--- src/assert_macros.svh ---
// Assertion helpers shared by the RTL files.
`ifndef ASSERT_MACROS_SVH
`define ASSERT_MACROS_SVH

// Same-cycle implication, checked on every rising edge outside reset.
`define SRL_ASSERT_IMPL(label, clk, rst_n, ante, cons) \
    label: assert property (@(posedge clk) disable iff (!(rst_n)) (ante) |-> (cons)) \
        else $error("assertion failed");

// Next-cycle implication, checked on every rising edge outside reset.
`define SRL_ASSERT_NEXT(label, clk, rst_n, ante, cons) \
    label: assert property (@(posedge clk) disable iff (!(rst_n)) (ante) |=> (cons)) \
        else $error("assertion failed");

`endif

--- src/srl_pkg.sv ---
package srl_pkg;

    localparam int OUT_WIDTH = 11;

    localparam logic REQ_APPEND = 1'b0;
    localparam logic REQ_QUERY  = 1'b1;

    typedef enum logic [1:0] {
        ST_IDLE,
        ST_LO,
        ST_HI,
        ST_PUT
    } t_state;

    // Status of the search engine as seen by the sequencer.
    typedef struct packed {
        logic busy;
        logic done;
    } t_srch_stat;

endpackage

--- src/srl_search.sv ---
`include "assert_macros.svh"

module srl_search #(
    parameter int DEPTH      = 1024,
    parameter int TIME_WIDTH = 32
) (
    input  logic                          i_clk,
    input  logic                          i_rst_n,
    input  logic                          i_start,
    input  logic [TIME_WIDTH-1:0]         i_key,
    input  logic [$clog2(DEPTH+1)-1:0]    i_lo,
    input  logic [$clog2(DEPTH+1)-1:0]    i_hi,
    output logic                          o_rd_en,
    output logic [$clog2(DEPTH)-1:0]      o_rd_addr,
    input  logic [TIME_WIDTH-1:0]         i_rd_data,
    output srl_pkg::t_srch_stat           o_stat,
    output logic [$clog2(DEPTH+1)-1:0]    o_pos
);

    localparam int CW = $clog2(DEPTH + 1);
    localparam int AW = $clog2(DEPTH);

    logic                  r_busy, n_busy;
    logic                  r_pend, n_pend;
    logic                  r_done, n_done;
    logic [CW-1:0]         r_lo, n_lo;
    logic [CW-1:0]         r_hi, n_hi;
    logic [CW-1:0]         r_mid, n_mid;
    logic [TIME_WIDTH-1:0] r_key, n_key;
    logic [CW-1:0]         lo_c, hi_c, mid_c;

    // One step per cycle: fold in the entry read last cycle, then issue the next probe.
    always_comb begin
        lo_c = r_lo;
        hi_c = r_hi;
        if (r_pend) begin
            if (i_rd_data <= r_key) begin
                lo_c = r_mid + CW'(1);
            end else begin
                hi_c = r_mid;
            end
        end
        mid_c = lo_c + ((hi_c - lo_c) >> 1);

        n_busy  = r_busy;
        n_pend  = r_pend;
        n_done  = 1'b0;
        n_lo    = r_lo;
        n_hi    = r_hi;
        n_mid   = r_mid;
        n_key   = r_key;
        o_rd_en = 1'b0;

        if (i_start) begin
            n_lo   = i_lo;
            n_hi   = i_hi;
            n_key  = i_key;
            n_busy = 1'b1;
            n_pend = 1'b0;
        end else if (r_busy) begin
            n_lo = lo_c;
            n_hi = hi_c;
            if (lo_c < hi_c) begin
                o_rd_en = 1'b1;
                n_mid   = mid_c;
                n_pend  = 1'b1;
            end else begin
                n_busy = 1'b0;
                n_pend = 1'b0;
                n_done = 1'b1;
            end
        end
    end

    assign o_rd_addr   = mid_c[AW-1:0];
    assign o_stat.busy = r_busy;
    assign o_stat.done = r_done;
    assign o_pos       = r_lo;

    always_ff @(posedge i_clk) begin
        if (!i_rst_n) begin
            r_busy <= 1'b0;
            r_pend <= 1'b0;
            r_done <= 1'b0;
        end else begin
            r_busy <= n_busy;
            r_pend <= n_pend;
            r_done <= n_done;
        end
    end

    always_ff @(posedge i_clk) begin
        r_lo  <= n_lo;
        r_hi  <= n_hi;
        r_mid <= n_mid;
        r_key <= n_key;
    end

    `SRL_ASSERT_IMPL(a_window_ordered, i_clk, i_rst_n, r_busy, r_lo <= r_hi)
    `SRL_ASSERT_IMPL(a_read_only_busy, i_clk, i_rst_n, o_rd_en, r_busy && !i_start)
    `SRL_ASSERT_NEXT(a_pend_after_read, i_clk, i_rst_n, o_rd_en, r_pend && r_busy)

endmodule

--- config.mk ---
export PLATFORM = sky130hd
export DESIGN_NAME = srl_search
export DESIGN_NICKNAME = d
export VERILOG_FILES = /design/src/srl_pkg.sv /design/src/srl_search.sv
export VERILOG_INCLUDE_DIRS = /design/src /design/src/src
export SDC_FILE = /design/constraint.sdc
export NUM_CORES = 1
export LEC_CHECK = 0
export BUFFER_PORTS_ARGS = -buffer_cell sky130_fd_sc_hd__buf_2
export CORE_MARGIN = 4
export CORE_UTILIZATION = 45
export CTS_BUF_LIST = sky130_fd_sc_hd__clkbuf_4
export CTS_CLUSTER_DIAMETER = 100
export DETAILED_ROUTE_END_ITERATION = 10
export GPL_TIMING_DRIVEN = 0
export PLACE_DENSITY = 0.68
export SYNTH_ARGS = -nofsm -noshare
export SYNTH_HDL_FRONTEND = slang
export SYNTH_SLANG_ARGS = --single-unit
export TNS_END_PERCENT = 1
--- constraint.sdc ---
create_clock -name i_clk -period 18.1 [get_ports i_clk]
set_input_delay 3.62 -clock i_clk [delete_from_list [all_inputs] [get_ports i_clk]]
set_output_delay 3.62 -clock i_clk [all_outputs]
set_load 0.01 [all_outputs]
==> results.tsv <==
metric	value	unit
post-CTS resize count	0	
Slew HR	0.423	
FF-to-FF Start	r_key[18]	
Avg WL per Cell	17.5	µm
via count	4266	
Reg area	2010	µm²
r2r worst-path depth	22	
crit path max fanout	8	
initial DRC count	243	
IO Count	113	
Core ar.	11400	µm²
# Post-CTS Setup Buffers	0	
Gate power share	0.509	
Max Freq	74.9	MHz
worst skew pair latency	0.45	ns
synthesized cell area	5220	µm²
worst slack, placed	4.77	ns
PD cells	103	nW/µm²
Area Growth Syn to Fin	17.0	%
ys flop type	edfxtp_1	
DP Area	5980	µm²
multi-input logic area	2880	µm²
Post-synth EDFFs	65	
drt first pass iters	5	
RSZ-0062 raised after global routing	false	
critical path depth	25	
Post-Route WL	13500	µm
#FFs+latches synth	68	
GPL Wtd Cong	0.907	
internal power	392	µW
input/output buffers	112	
area leader, netlist	edfxtp_1	
number of buffers and inverters on the critical path	3	
proportion of layout cells with a drive suffix above 1	0.321	
crit share post-route	0.738	
Yosys cell types	87	
H-tree Lvls	3	
r2r endpoint	r_mid[10]	
Syn. warnings	0	
# setup viols final	0	
detailed placer's ending HPWL	10700	µm
clock buffer depth	2	
sequential area share after synthesis	0.385	
cts bufs inserted	9	
num rows	39	
post-route cell area	6110	µm²
Clock Sink Count	68	
Pleak	0.00272	µW
CTS tree	done	
gr usage total	0.206	
clk_skew	0.0122	ns
Slew @ Worst Pin	0.861	ns
clock share of power	0.162	
Worst setup SP type	primary input	
final setup margin	4.75	ns
R2R Setup Slk	11.52	ns
max-slew violation count	0	
sequential share of power	0.329	
pin count of the biggest net entering global routing	35	
Crit path arrival time	9.73	ns
Hold Crit Class	flip-flop to flip-flop	
CP endpoint	o_rd_addr[9]	
die width	116	µm
cell mode on critical path	ha_1	
Yosys top cell area share	0.374	
status	completed	
CTS hold repair buffers	0	
Post-Layout Cell Count	771	
WS Path Type	primary input to primary output	
Max Cap Viol	0	
slowest stage delay, CP	0.56	ns
Syn Area/Cell	10.5	µm²
Final Hold Fails	0	
NetSw	236	µW
die area	13400	µm²
Syn Nets	639	
Congestion Overflow GR	0	
DR DRC count	0	
Die Y	116	µm
Syn Inst Count	499	
fraction of registers with async set/reset	0	
first-pass GRT wire length	21200	µm
Synth area leaders	edfxtp_1 (37%), ha_1 (12%), mux2_2 (4.1%)	
vias in the first global route	4374	
initial antenna violation count	1	
Starting Density	0.459	
Worst Path Required	14.48	ns
Critical Path End Type	primary output	
remaining antenna violation count after routing	0	
min Tclk post-route	13.35	ns
worst vdd ir	0.0000779	V
Inst Count DP	755	
setup tns final	0	ns
nets	763	
Top delay family on crit path	compound AO/OA/AOI/OAI gates	
Crit-path slowest cell	mux2i_1	
Clock Root Buffer	clkbuf_4	
# fillers	1058	
clk slew on worst S/H paths	0.11	ns
Net Sw Frac	0.375	
worst setup path startpoint	i_rd_data[18]	
vias per cell	5.53	
[cells in the mapped netlist (all sizes together), types with 3 or more instances]
master and instances:
edfxtp 65, inv 50, ha 49, nand2 39
a21oi 27, o21ai 24, nor2 23, mux2 20
xnor2 20, nand3 16, buf 13, a21o 10
nor4 10, nand4 9, clkbuf 8, nor3 8
xor2 8, or3 7, mux2i 6, a21boi 5
and3 5, a31oi 4, and2 4, nor2b 4
o211ai 4, o31ai 4, a221oi 3, a311oi 3
dfxtp 3, nor3b 3, o211a 3, or2 3
[registers in the layout, indices dropped and copies added, names as in the netlist]
| name | cells |
|---|---|
| r_pend | 1 |
| r_mid | 11 |
| o_pos | 11 |
| r_busy | 1 |
| r_done | 1 |
| r_key | 32 |
| r_hi | 11 |
[metal layers]
layer / global-route usage / part of all wire / vias up
met5: 0 / 0 / -
met2: 0.357 / 0.49 / 141
li1: - / - / 2098
met4: 0.0905 / 0.024 / 0
met1: 0.253 / 0.41 / 2005
met3: 0.0313 / 0.067 / 22
[cell usage in the layout, fill, tap and decap left out, types with 3 or more instances in the layout]
cell and n:
clkbuf_4 12, nor2b_1 4, inv_1 50, nor3_1 7
clkinv_1 3, xor2_1 8, a21boi_0 3, nand3_1 16
a21o_1 8, o21ai_0 20, edfxtp_1 65, nor2_1 21
mux2i_1 4, dfxtp_1 3, and3_1 4, buf_2 112
buf_4 12, a21oi_1 24, mux2_2 19, or3_1 6
o21ai_1 3, clkbuf_1 7, a31oi_1 4, xnor2_1 20
nand4_1 6, nand2_1 39, o211a_1 3, o31ai_1 4
nor4_1 7, ha_1 49, o211ai_1 4
[through the flow]
step / hold WS, ns / utilization / power (µW)
floorplan: 0.511 / - / 438
global placement: 0.543 / 0.524 / 522
detailed placement: 0.552 / 0.526 / 528
CTS: 0.558 / 0.537 / 633
global route: 0.607 / 0.537 / 673
finish: 0.566 / 0.537 / 628
[how the worst min path moves through the flow]
stage / from / cells past startpoint / endpoint / slack, ns
2_1_floorplan: r_busy / 1 / r_done / 0.51
3_3_place_gp: r_busy / 1 / r_done / 0.54
3_5_place_dp: r_busy / 1 / r_done / 0.55
4_1_cts: r_busy / 1 / r_done / 0.56
5_1_grt: r_busy / 1 / r_done / 0.61
6_report: r_busy / 1 / r_done / 0.57
[power groups by stage]
stage	clock network, µW	registers, µW	logic [µW]
2_1_floorplan	0	209	229
3_3_place_gp	0	210	312
3_5_place_dp	0	210	318
4_1_cts	105	207	321
5_1_grt	111	208	354
6_report	102	207	319
[logic make-up after synthesis]
family | after synthesis | share of synthesized area
and+or+nand+nor | 139 | 0.155
AOI/OAI and AO/OA | 112 | 0.161
buffers and inverters | 73 | 0.0645
DFF | 68 | 0.385
adders and majority gates | 53 | 0.129
xor gates and xnor gates | 28 | 0.0470
muxes | 26 | 0.0585
[cell type report]
type	instances	share of cell area
multi-input combinational	358	0.471
sequential	68	0.329
timing repair buffer	113	0.0936
inverter	52	0.0320
tap	143	0.0293
buffer	21	0.0232
clock buffer	12	0.0148
clock inverter	3	0.00635
antenna	1	0.000410
Power figures use the tool's default switching activity.
